[src/design/scfd_pkg.sv]
// shared types and constants of the serial command framer/deframer
`default_nettype none

package scfd_pkg;

  // input item kinds
  localparam logic KIND_REQ = 1'b0;
  localparam logic KIND_RX  = 1'b1;

  // result kinds
  localparam logic [1:0] OUT_TX   = 2'd0;
  localparam logic [1:0] OUT_DATA = 2'd1;
  localparam logic [1:0] OUT_DONE = 2'd2;

  // completion status codes
  localparam logic [2:0] STS_OK       = 3'd0;
  localparam logic [2:0] STS_NAK      = 3'd1;
  localparam logic [2:0] STS_FORMAT   = 3'd2;
  localparam logic [2:0] STS_CHECKSUM = 3'd3;
  localparam logic [2:0] STS_SIZE     = 3'd4;

  // line characters and command codes
  localparam logic [7:0] CH_STX    = 8'h02;
  localparam logic [7:0] CH_ACK    = 8'h06;
  localparam logic [7:0] CMD_WRITE = 8'h81;
  localparam logic [7:0] CMD_READ  = 8'h80;

  // frame layout
  localparam logic [2:0] MAX_WR_BYTES = 3'd4;
  localparam logic [7:0] ID_BYTES     = 8'd3;

  // input item
  typedef struct packed {
    logic        kind;
    logic        is_write;
    logic [7:0]  class_id;
    logic [7:0]  instance_id;
    logic [7:0]  attribute_id;
    logic [31:0] write_word;
    logic [2:0]  write_count;
    logic [4:0]  expected_count;
    logic [7:0]  rx_byte;
  } req_t;

  // result item
  typedef struct packed {
    logic [1:0] out_kind;
    logic [7:0] out_byte;
    logic [2:0] status;
    logic       retrying;
    logic       last;
  } rsp_t;

  // controller to datapath commands
  typedef struct packed {
    logic       load_req;
    logic       tx_start;
    logic       tx_next;
    logic       head_init;
    logic       head_step;
    logic       body_step;
    logic       data_start;
    logic       rd_issue;
    logic       data_next;
    logic       emit;
    logic [1:0] emit_kind;
    logic [2:0] emit_status;
    logic       emit_retrying;
    logic       emit_last;
  } dp_cmd_t;

  // datapath to controller status
  typedef struct packed {
    logic slot_free;
    logic is_ack;
    logic held_write;
    logic head_end;
    logic head_bad;
    logic body_check;
    logic frame_bad;
    logic sum_ok;
    logic len_short;
    logic size_bad;
    logic count_zero;
    logic tx_last;
    logic data_last;
  } dp_stat_t;

endpackage

`default_nettype wire

[src/design/scfd_datapath.sv]
// datapath: held request, frame builder, reply parser, reply store and result register
`default_nettype none

module scfd_datapath #(
  parameter int MAX_REPLY = 16
) (
  input  wire                   clk,
  input  wire                   rst_n,
  input  wire [7:0]             dev_addr,
  input  wire scfd_pkg::req_t   in_data,
  input  wire scfd_pkg::dp_cmd_t cmd,
  output scfd_pkg::dp_stat_t    stat,
  output logic                  out_valid,
  input  wire                   out_ready,
  output scfd_pkg::rsp_t        out_data
);

  localparam int AW = (MAX_REPLY > 1) ? $clog2(MAX_REPLY) : 1;
  localparam int CW = $clog2(MAX_REPLY + 1);

  // held request
  logic [23:0] held_ids_r;
  logic [31:0] held_data_r;
  logic        held_wr_r;
  logic [2:0]  n_r;
  logic [4:0]  exp_r;

  // transmit side
  logic [3:0]  idx_r;
  logic [7:0]  txsum_r;

  // receive side
  logic [8:0]  pos_r;
  logic [7:0]  len_r;
  logic [7:0]  rxsum_r;
  logic        bad_r;

  // reply store and readout
  logic [7:0]    mem [MAX_REPLY];
  logic [CW-1:0] didx_r;
  logic [7:0]    rd_data_r;

  // result register
  logic           out_valid_r;
  scfd_pkg::rsp_t out_r;

  logic [7:0] rx_b;
  logic [7:0] fb;
  logic [2:0] n_load;
  logic [3:0] data_end;
  logic       head_bad;
  logic       body_in;
  logic       body_pad;
  logic [8:0] wa;
  logic       wr_en;
  logic [7:0] cnt8;
  logic [1:0] dsel;

  assign rx_b = in_data.rx_byte;

  // data byte count of a new request
  always_comb begin
    if (!in_data.is_write) begin
      n_load = 3'd0;
    end else if (in_data.write_count > scfd_pkg::MAX_WR_BYTES) begin
      n_load = scfd_pkg::MAX_WR_BYTES;
    end else begin
      n_load = in_data.write_count;
    end
  end

  // frame byte at the current position
  assign data_end = 4'd7 + {1'b0, n_r};
  assign dsel     = 2'(idx_r - 4'd7);
  always_comb begin
    fb = txsum_r;
    unique case (idx_r)
      4'd0: fb = dev_addr;
      4'd1: fb = scfd_pkg::CH_STX;
      4'd2: fb = held_wr_r ? scfd_pkg::CMD_WRITE : scfd_pkg::CMD_READ;
      4'd3: fb = scfd_pkg::ID_BYTES + {5'd0, n_r};
      4'd4: fb = held_ids_r[23:16];
      4'd5: fb = held_ids_r[15:8];
      4'd6: fb = held_ids_r[7:0];
      default: begin
        if (idx_r < data_end) begin
          unique case (dsel)
            2'd0: fb = held_data_r[7:0];
            2'd1: fb = held_data_r[15:8];
            2'd2: fb = held_data_r[23:16];
            2'd3: fb = held_data_r[31:24];
          endcase
        end else if (idx_r == data_end) begin
          fb = 8'd0;
        end else begin
          fb = txsum_r;
        end
      end
    endcase
  end

  // receive checks
  assign head_bad = bad_r || (pos_r == 9'd0 && rx_b != 8'd0) ||
                    (pos_r == 9'd1 && rx_b != scfd_pkg::CH_STX);
  assign body_in  = pos_r < {1'b0, len_r};
  assign body_pad = pos_r == {1'b0, len_r};
  assign wa       = pos_r - 9'd3;
  assign wr_en    = cmd.body_step && body_in && pos_r >= 9'd3 && wa < 9'(MAX_REPLY);
  assign cnt8     = len_r - scfd_pkg::ID_BYTES;

  // status toward the controller
  always_comb begin
    stat.slot_free  = !out_valid_r || out_ready;
    stat.is_ack     = rx_b == scfd_pkg::CH_ACK;
    stat.held_write = held_wr_r;
    stat.head_end   = pos_r >= 9'd3;
    stat.head_bad   = head_bad;
    stat.body_check = !body_in && !body_pad;
    stat.frame_bad  = bad_r;
    stat.sum_ok     = rxsum_r == rx_b;
    stat.len_short  = len_r < scfd_pkg::ID_BYTES;
    stat.size_bad   = ({1'b0, cnt8} > 9'(MAX_REPLY)) ||
                      (exp_r != 5'd0 && {3'd0, exp_r} != cnt8);
    stat.count_zero = cnt8 == 8'd0;
    stat.tx_last    = idx_r == data_end + 4'd1;
    stat.data_last  = (didx_r + CW'(1)) == cnt8[CW-1:0];
  end

  // held request and transmit sequencing
  always_ff @(posedge clk) begin
    if (cmd.load_req) begin
      held_ids_r  <= {in_data.class_id, in_data.instance_id, in_data.attribute_id};
      held_data_r <= in_data.write_word;
      held_wr_r   <= in_data.is_write;
      n_r         <= n_load;
      exp_r       <= in_data.expected_count;
    end
    if (cmd.tx_start) begin
      idx_r   <= 4'd0;
      txsum_r <= 8'd0;
    end else if (cmd.tx_next) begin
      idx_r <= idx_r + 4'd1;
      if (idx_r != 4'd0) begin
        txsum_r <= txsum_r + fb;
      end
    end
  end

  // reply parsing
  always_ff @(posedge clk) begin
    if (cmd.head_init) begin
      pos_r   <= 9'd0;
      rxsum_r <= 8'd0;
      bad_r   <= 1'b0;
    end else if (cmd.head_step) begin
      rxsum_r <= rxsum_r + rx_b;
      bad_r   <= head_bad;
      if (pos_r >= 9'd3) begin
        len_r <= rx_b;
        pos_r <= 9'd0;
      end else begin
        pos_r <= pos_r + 9'd1;
      end
    end else if (cmd.body_step) begin
      if (body_in) begin
        rxsum_r <= rxsum_r + rx_b;
        pos_r   <= pos_r + 9'd1;
      end else if (body_pad) begin
        rxsum_r <= rxsum_r + rx_b;
        bad_r   <= bad_r || (rx_b != 8'd0);
        pos_r   <= pos_r + 9'd1;
      end
    end
  end

  // reply store write
  always_ff @(posedge clk) begin
    if (wr_en) begin
      mem[wa[AW-1:0]] <= rx_b;
    end
  end

  // reply store readout
  always_ff @(posedge clk) begin
    if (cmd.rd_issue) begin
      rd_data_r <= mem[didx_r[AW-1:0]];
    end
    if (cmd.data_start) begin
      didx_r <= '0;
    end else if (cmd.data_next) begin
      didx_r <= didx_r + CW'(1);
    end
  end

  // result register valid
  always_ff @(posedge clk) begin
    if (!rst_n) begin
      out_valid_r <= 1'b0;
    end else if (cmd.emit) begin
      out_valid_r <= 1'b1;
    end else if (out_ready) begin
      out_valid_r <= 1'b0;
    end
  end

  // result register payload
  always_ff @(posedge clk) begin
    if (cmd.emit) begin
      out_r.out_kind <= cmd.emit_kind;
      unique case (cmd.emit_kind)
        scfd_pkg::OUT_TX:   out_r.out_byte <= fb;
        scfd_pkg::OUT_DATA: out_r.out_byte <= rd_data_r;
        default:            out_r.out_byte <= 8'd0;
      endcase
      out_r.status   <= cmd.emit_status;
      out_r.retrying <= cmd.emit_retrying;
      out_r.last     <= cmd.emit_last;
    end
  end

  assign out_valid = out_valid_r;
  assign out_data  = out_r;

endmodule

`default_nettype wire

[src/design/scfd_ctrl.sv]
// controller: protocol phase, retry budget and result sequencing
`default_nettype none

module scfd_ctrl #(
  parameter int RETRIES = 1
) (
  input  wire                    clk,
  input  wire                    rst_n,
  input  wire                    in_valid,
  input  wire                    in_kind,
  output logic                   in_ready,
  input  wire scfd_pkg::dp_stat_t stat,
  output scfd_pkg::dp_cmd_t      cmd
);

  localparam int RW = (RETRIES > 0) ? $clog2(RETRIES + 1) : 1;

  // sequencer states
  localparam logic [2:0] ST_WAIT = 3'd0;
  localparam logic [2:0] ST_TX   = 3'd1;
  localparam logic [2:0] ST_RD   = 3'd2;
  localparam logic [2:0] ST_DATA = 3'd3;
  localparam logic [2:0] ST_DONE = 3'd4;

  // protocol phases
  localparam logic [2:0] PH_IDLE = 3'd0;
  localparam logic [2:0] PH_ACK1 = 3'd1;
  localparam logic [2:0] PH_ACK2 = 3'd2;
  localparam logic [2:0] PH_HEAD = 3'd3;
  localparam logic [2:0] PH_BODY = 3'd4;

  logic [2:0]    st_r, st_nxt;
  logic [2:0]    ph_r, ph_nxt;
  logic [RW-1:0] retry_r, retry_nxt;
  logic          rtx_r, rtx_nxt;
  logic [2:0]    status_r, status_nxt;

  logic       do_fail;
  logic       do_fin;
  logic [2:0] fail_code;
  logic [2:0] fin_code;

  assign in_ready = st_r == ST_WAIT;

  // next state and commands
  always_comb begin
    st_nxt     = st_r;
    ph_nxt     = ph_r;
    retry_nxt  = retry_r;
    rtx_nxt    = rtx_r;
    status_nxt = status_r;
    cmd        = '0;
    do_fail    = 1'b0;
    do_fin     = 1'b0;
    fail_code  = scfd_pkg::STS_OK;
    fin_code   = scfd_pkg::STS_OK;

    unique case (st_r)
      ST_WAIT: begin
        if (in_valid) begin
          if (in_kind == scfd_pkg::KIND_REQ) begin
            // new request: fresh retry budget, send the frame
            cmd.load_req = 1'b1;
            cmd.tx_start = 1'b1;
            retry_nxt    = '0;
            rtx_nxt      = 1'b0;
            st_nxt       = ST_TX;
            ph_nxt       = PH_ACK1;
          end else begin
            unique case (ph_r)
              PH_ACK1: begin
                if (!stat.is_ack) begin
                  do_fail   = 1'b1;
                  fail_code = scfd_pkg::STS_NAK;
                end else if (stat.held_write) begin
                  ph_nxt = PH_ACK2;
                end else begin
                  ph_nxt        = PH_HEAD;
                  cmd.head_init = 1'b1;
                end
              end
              PH_ACK2: begin
                if (!stat.is_ack) begin
                  do_fail   = 1'b1;
                  fail_code = scfd_pkg::STS_NAK;
                end else begin
                  do_fin   = 1'b1;
                  fin_code = scfd_pkg::STS_OK;
                end
              end
              PH_HEAD: begin
                cmd.head_step = 1'b1;
                if (stat.head_end) begin
                  if (stat.head_bad) begin
                    do_fail   = 1'b1;
                    fail_code = scfd_pkg::STS_FORMAT;
                  end else begin
                    ph_nxt = PH_BODY;
                  end
                end
              end
              PH_BODY: begin
                cmd.body_step = 1'b1;
                if (stat.body_check) begin
                  priority if (stat.frame_bad) begin
                    do_fail   = 1'b1;
                    fail_code = scfd_pkg::STS_FORMAT;
                  end else if (!stat.sum_ok) begin
                    do_fail   = 1'b1;
                    fail_code = scfd_pkg::STS_CHECKSUM;
                  end else if (stat.len_short) begin
                    do_fail   = 1'b1;
                    fail_code = scfd_pkg::STS_FORMAT;
                  end else if (stat.size_bad) begin
                    do_fin   = 1'b1;
                    fin_code = scfd_pkg::STS_SIZE;
                  end else begin
                    // good reply: stream the data bytes out, then complete
                    ph_nxt         = PH_IDLE;
                    status_nxt     = scfd_pkg::STS_OK;
                    cmd.data_start = 1'b1;
                    st_nxt         = stat.count_zero ? ST_DONE : ST_RD;
                  end
                end
              end
              default: begin
                // byte while idle is dropped
              end
            endcase
          end
        end
      end
      ST_TX: begin
        if (stat.slot_free) begin
          cmd.emit          = 1'b1;
          cmd.emit_kind     = scfd_pkg::OUT_TX;
          cmd.emit_retrying = rtx_r;
          cmd.emit_last     = stat.tx_last;
          cmd.tx_next       = 1'b1;
          if (stat.tx_last) begin
            st_nxt = ST_WAIT;
          end
        end
      end
      ST_RD: begin
        cmd.rd_issue = 1'b1;
        st_nxt       = ST_DATA;
      end
      ST_DATA: begin
        if (stat.slot_free) begin
          cmd.emit      = 1'b1;
          cmd.emit_kind = scfd_pkg::OUT_DATA;
          cmd.data_next = 1'b1;
          st_nxt        = stat.data_last ? ST_DONE : ST_RD;
        end
      end
      ST_DONE: begin
        if (stat.slot_free) begin
          cmd.emit        = 1'b1;
          cmd.emit_kind   = scfd_pkg::OUT_DONE;
          cmd.emit_status = status_r;
          cmd.emit_last   = 1'b1;
          st_nxt          = ST_WAIT;
        end
      end
      default: begin
        st_nxt = ST_WAIT;
      end
    endcase

    // protocol error: resend while budget lasts, else complete with the error
    if (do_fail) begin
      if (retry_r < RW'(RETRIES)) begin
        retry_nxt    = retry_r + RW'(1);
        rtx_nxt      = 1'b1;
        cmd.tx_start = 1'b1;
        st_nxt       = ST_TX;
        ph_nxt       = PH_ACK1;
      end else begin
        do_fin   = 1'b1;
        fin_code = fail_code;
      end
    end

    // exchange finished: one completion result
    if (do_fin) begin
      ph_nxt     = PH_IDLE;
      status_nxt = fin_code;
      st_nxt     = ST_DONE;
    end
  end

  // state registers
  always_ff @(posedge clk) begin
    if (!rst_n) begin
      st_r     <= ST_WAIT;
      ph_r     <= PH_IDLE;
      retry_r  <= '0;
      rtx_r    <= 1'b0;
      status_r <= scfd_pkg::STS_OK;
    end else begin
      st_r     <= st_nxt;
      ph_r     <= ph_nxt;
      retry_r  <= retry_nxt;
      rtx_r    <= rtx_nxt;
      status_r <= status_nxt;
    end
  end

endmodule

`default_nettype wire

[src/design/serial_command_framer_deframer_top.sv]
// top level of the serial command framer/deframer: address register, controller, datapath
//
// Usage: an input item is either a request (kind 0) or one byte received from
// the line (kind 1). A request produces the transmit frame on the result
// channel, one byte per result (9 to 13 results), the last one flagged.
// Received bytes are parsed against the pending exchange; most produce no
// result. The byte that ends an exchange produces the response data bytes
// (reads only) and one completion with a status, or a retransmitted frame
// after the first protocol error. The user must write the device address through the cfg
// channel while the block is idle; the block does not enforce it. cfg_ready is always high.
// Flow: the block works on one item at a time. A request is accepted, then
// its frame bytes are output in order. A completing read byte is followed by
// a reply store read and then an output for each data byte, then by the
// completion. A byte with no result leaves the input open. A single output
// register parts the channels; a stalled receiver holds the sequencer until
// that register frees up. Reset clears the address, the protocol phase and
// the output register; no reply store clearing is needed.
`default_nettype none

module serial_command_framer_deframer_top #(
  parameter int MAX_REPLY = 16,
  parameter int RETRIES   = 1
) (
  input  wire                 clk,
  input  wire                 rst_n,
  input  wire                 in_valid,
  output logic                in_ready,
  input  wire scfd_pkg::req_t in_data,
  output logic                out_valid,
  input  wire                 out_ready,
  output scfd_pkg::rsp_t      out_data,
  input  wire                 cfg_valid,
  output logic                cfg_ready,
  input  wire [7:0]           cfg_data
);

  logic [7:0]        dev_addr_r;
  scfd_pkg::dp_cmd_t cmd;
  scfd_pkg::dp_stat_t stat;

  // device address register
  assign cfg_ready = 1'b1;
  always_ff @(posedge clk) begin
    if (!rst_n) begin
      dev_addr_r <= 8'd0;
    end else if (cfg_valid) begin
      dev_addr_r <= cfg_data;
    end
  end

  // controller
  scfd_ctrl #(
    .RETRIES (RETRIES)
  ) u_ctrl (
    .clk      (clk),
    .rst_n    (rst_n),
    .in_valid (in_valid),
    .in_kind  (in_data.kind),
    .in_ready (in_ready),
    .stat     (stat),
    .cmd      (cmd)
  );

  // datapath
  scfd_datapath #(
    .MAX_REPLY (MAX_REPLY)
  ) u_dp (
    .clk       (clk),
    .rst_n     (rst_n),
    .dev_addr  (dev_addr_r),
    .in_data   (in_data),
    .cmd       (cmd),
    .stat      (stat),
    .out_valid (out_valid),
    .out_ready (out_ready),
    .out_data  (out_data)
  );

  // a request keeps the input closed while its frame goes out
  a_req_busy: assert property (@(posedge clk) disable iff (!rst_n)
    in_valid && in_ready && in_data.kind == scfd_pkg::KIND_REQ |=> !in_ready)
    else $error("input open right after a request");

  // only completions carry a status
  a_status_done: assert property (@(posedge clk) disable iff (!rst_n)
    out_valid && out_data.out_kind != scfd_pkg::OUT_DONE |-> out_data.status == scfd_pkg::STS_OK)
    else $error("status on a non-completion result");

  // only transmit bytes are marked as retry
  a_retry_tx: assert property (@(posedge clk) disable iff (!rst_n)
    out_valid && out_data.retrying |-> out_data.out_kind == scfd_pkg::OUT_TX)
    else $error("retry flag on a non-transmit result");

  // a completion always ends its item's results
  a_done_last: assert property (@(posedge clk) disable iff (!rst_n)
    out_valid && out_data.out_kind == scfd_pkg::OUT_DONE |-> out_data.last)
    else $error("completion without last");

endmodule

`default_nettype wire

[config.mk]
export PLATFORM = sky130hd
export DESIGN_NAME = serial_command_framer_deframer_top
export DESIGN_NICKNAME = d
export VERILOG_FILES = /design/src/design/scfd_pkg.sv /design/src/design/scfd_datapath.sv /design/src/design/scfd_ctrl.sv /design/src/design/serial_command_framer_deframer_top.sv
export SDC_FILE = /design/constraint.sdc
export NUM_CORES = 1
export LEC_CHECK = 0
export BUFFER_PORTS_ARGS = -buffer_cell sky130_fd_sc_hd__buf_4
export CAP_MARGIN = 20
export CORE_MARGIN = 3
export CORE_UTILIZATION = 44
export CTS_CLUSTER_SIZE = 8
export DETAILED_ROUTE_END_ITERATION = 8
export PLACE_DENSITY = 0.65
export SLEW_MARGIN = 0
export SYNTH_ARGS = -nofsm -noshare
export SYNTH_HDL_FRONTEND = slang
export SYNTH_SLANG_ARGS = --single-unit
[constraint.sdc]
create_clock -name clk -period 4 [get_ports clk]
set_clock_uncertainty 0.05 [all_clocks]
set_input_delay 0.8 -clock clk [delete_from_list [all_inputs] [get_ports clk]]
set_output_delay 0.8 -clock clk [all_outputs]
set_load 0.02 [all_outputs]
==> metrics.md <==
| Metric | Value |
|---|---|
| Detailed Route Iter0 Violations | `766` |
| Fin cells | `1512` |
| Post-layout util | `0.550` |
| Yosys reg bits | `279` |
| Filler cells | `2327` |
| Sw Share | `0.257` |
| Via count | `8507` |
| Static leakage | `5.62 nW` |
| Most used DFF post-synth | `edfxtp_1` |
| Layout cell share with drive strength beyond 1 | `0.251` |
| Total track usage | `0.198` |
| Syn_area_per_cell | `13.5 um2` |
| Post-DP HPWL | `21000 um` |
| Largest area contributor in the netlist | `edfxtp_1` |
| Antenna violations before repair | `0` |
| Post-CTS Hold Buffers | `0` |
| Setup_tns | `0 ps` |
| Die Area | `0.0313 mm2` |
| # diodes | `0` |
| Hold Fails Final Rpt | `0` |
| Crit share post-route | `0.961` |
| Gpl congestion | `0.870` |
| Global route overflow | `0` |
| Pwr dens | `501 mW/mm2` |
| Crit path from | `u_dp.n_r[1]` |
| Post-synth EDFFs | `224` |
| Largest net degree at the start of global routing | `67` |
| H-tree depth | `2` |
| Wire per inst | `20.4 um` |
| CTS tree | `yes` |
| Final min period | `3850 ps` |
| Critical path fanouts, max | `7` |
| Status | `completed` |
| PortBufs | `103` |
| Comb pwr share | `0.169` |
| Final routed DRC violation total | `0` |
| Area share of the largest cell type after synthesis | `0.523` |
| Footprint of the multi-input gates | `0.00480 mm2` |
| Synth Cell Area | `0.0129 mm2` |
| Worst-Skew Late Latency | `530 ps` |
| Number of global-route vias before repair | `8434` |
| Seq pwr share | `0.433` |
| Layout net count | `1238` |
| CTS Buf Count | `40` |
| Final setup viols | `0` |
| # IOs | `105` |
| Data arrival, critical path | `4190 ps` |
| Core area | `0.0283 mm2` |
| DR pass1 iterations | `5` |
| Fin. max-slew vios | `0` |
| Max VDD drop | `0.364 mV` |
| Crit end category | `flop` |
| Ys async rst share | `0` |
| CTS Sinks | `279` |
| Yosys cell types | `84` |
| First-pass GRT wire length | `48300 um` |
| Reg2reg start | `u_dp.n_r[1]` |
| Power Total | `7.80 mW` |
| Relative slew slack | `0.496` |
| Worst-margin pin slew | `753 ps` |
| Routed WL | `30900 um` |
| DR vias/cell | `5.63` |
| Initial Util | `0.454` |
| Synth Net Count | `1083` |
| Synth Instances | `954` |
| HP Start | `in_data[51]` |
| Vert. Die Dim | `177 um` |
| P_int | `5.80 mW` |
| Clock Path Buffers | `3` |
| Layout area overhead | `21.0%` |
| Crit path launch type | `flop` |
| CTS root buf | `clkbuf_16` |
| Worst endpoint required time | `4340 ps` |
| Post-route ant nets | `0` |
| FF/Latch Area | `0.00783 mm2` |
| Area contributors post-synth | `edfxtp_1 52%, dfxtp_1 8.6%, mux4_2 7.0%` |
| F_max | `0.260 GHz` |
| Switching pwr | `2.00 mW` |
| Critical setup path kind | `reg -> reg` |
| Sequential area share after synthesis | `0.608` |
| Hold Crit Class | `in -> reg` |
| DP Cell Count | `1434` |
| Num rows | `61` |
| Worst-path clk slew | `50 ps` |
| Die width | `177 um` |
| Yosys synthesis warning count | `0` |
| Maxcap violations | `0` |
| Clk network pwr share | `0.398` |
## registers in the layout (all words and copies together), names as in the netlist, 9 cells and up
| name | count |
|---|---|
| u_dp.out_data | 15 |
| u_dp.mem | 128 |
| u_dp.pos_r | 9 |
| u_dp.held_data_r | 32 |
| u_dp.held_ids_r | 24 |
## layout by cell type (no fill, tap or decap), types with 5 or more instances in the layout
| cell type | instances |
|---|---|
| a222oi_1 | 13 |
| xnor2_1 | 25 |
| clkbuf_16 | 42 |
| and2_1 | 11 |
| xor2_1 | 17 |
| ha_1 | 37 |
| nand3_1 | 18 |
| nor3_1 | 22 |
| a22o_1 | 8 |
| inv_1 | 28 |
| nand2b_1 | 10 |
| nor2_1 | 86 |
| a21oi_1 | 57 |
| o21ai_0 | 15 |
| nor2b_1 | 9 |
| nor4_1 | 6 |
| mux4_2 | 40 |
| o211ai_1 | 5 |
| clkbuf_1 | 24 |
| a31oi_1 | 11 |
| nand2_1 | 61 |
| nand4_1 | 6 |
| mux2i_1 | 17 |
| edfxtp_1 | 224 |
| a21o_1 | 7 |
| a21oi_2 | 5 |
| dfxtp_1 | 52 |
| or4_1 | 5 |
| buf_4 | 155 |
| or3_1 | 9 |
## critical path, stage by stage (launching register included)
cell	delay [ps]
edfxtp_1	390
inv_1	60
ha_1	330
ha_4	230
nor2b_1	130
o211ai_1	270
nand2_2	180
buf_4	180
a311oi_1	270
a21oi_1	100
ha_2	220
fa_1	440
a21o_1	200
a21oi_2	180
o21bai_1	80
a21oi_1	170
xnor2_1	80
mux2i_1	120
nor2_1	50
## Yosys cell counts, types with 4 or more instances
cell type / number
a211oi_1: 4
a21o_1: 7
a21oi_1: 61
a222oi_1: 13
a22o_1: 8
a22oi_1: 4
a311oi_1: 6
a31oi_1: 11
and2_1: 11
buf_1: 4
buf_2: 5
buf_6: 4
clkbuf_1: 30
dfxtp_1: 55
edfxtp_1: 224
ha_1: 40
inv_1: 30
mux2i_1: 17
mux4_2: 40
nand2_1: 62
nand2b_1: 10
nand3_1: 19
nand4_1: 6
nand4b_1: 4
nor2_1: 86
nor2b_1: 9
nor3_1: 24
nor4_1: 6
o211ai_1: 5
o21ai_0: 17
o31ai_1: 4
or3_1: 9
or4_1: 5
xnor2_1: 26
xor2_1: 17
## final cells by class
class                           count  share of cell area
Clock buffer                       66              0.0733
Sequential cell                   279               0.503
Tap cell                          378              0.0304
Timing Repair Buffer              158              0.0774
Multi-Input combinational cell    600               0.308
Inverter                           30             0.00723
Clock inverter                      1             0.00104
## stage by stage
step / setup slack (ps) / cell area (um2) / hold WS [ps]
after floorplan: 117 / 12900 / 382
after global placement: 147 / 14200 / 389
after detailed placement: 42.8 / 14200 / 396
after CTS: 25.7 / 15400 / 382
after global routing: -62.7 / 15600 / 385
final: 154 / 15600 / 403
## per-layer routing
layer / routed length, um / track usage / vias up
met5: 0 / 0 / -
met4: 600 / 0.0540 / 0
met3: 2270 / 0.0375 / 46
met2: 14200 / 0.311 / 293
met1: 13800 / 0.284 / 4185
li1: - / - / 3983
## cells by family (layout without fill, tap and decap cells)
group,count (synthesis),in the layout,synth area share
AOI/OAI and AO/OA,175,175,0.0973
xor gates and xnor gates,44,44,0.0305
adders and majority gates,42,42,0.0420
buffers and inverters,75,255,0.0253
DFF,279,279,0.608
muxes,58,58,0.0841
other,1,1,0.000291
and+or+nand+nor,280,280,0.112
## repair_timing
action                                  4_1_cts  5_1_grt
setup buffers                                 0       11
gates resized for setup                       0       21
endpoints found under the setup margin        0        3
## power by group through the flow
stage | clock network (mW) | registers, mW | logic, mW
after floorplan | 0 | 3.43 | 0.758
after global placement | 0 | 3.42 | 1.19
after detailed placement | 0 | 3.42 | 1.20
after CTS | 3.18 | 3.37 | 1.22
after global routing | 3.30 | 3.39 | 1.45
final | 3.11 | 3.38 | 1.32
## final timing paths
| path | end | slack (ps) | cells past startpoint |
|---|---|---|---|
| setup / recovery | u_dp.txsum_r[6] | 150 | 18 |
| hold / removal | u_dp.held_ids_r[3] | 400 | 1 |
| setup reg to reg | u_dp.txsum_r[6] | 150 | 18 |
| hold reg to reg | u_dp.rxsum_r[5] | 410 | 2 |
Note: power is estimated with default switching activity, not from simulation.
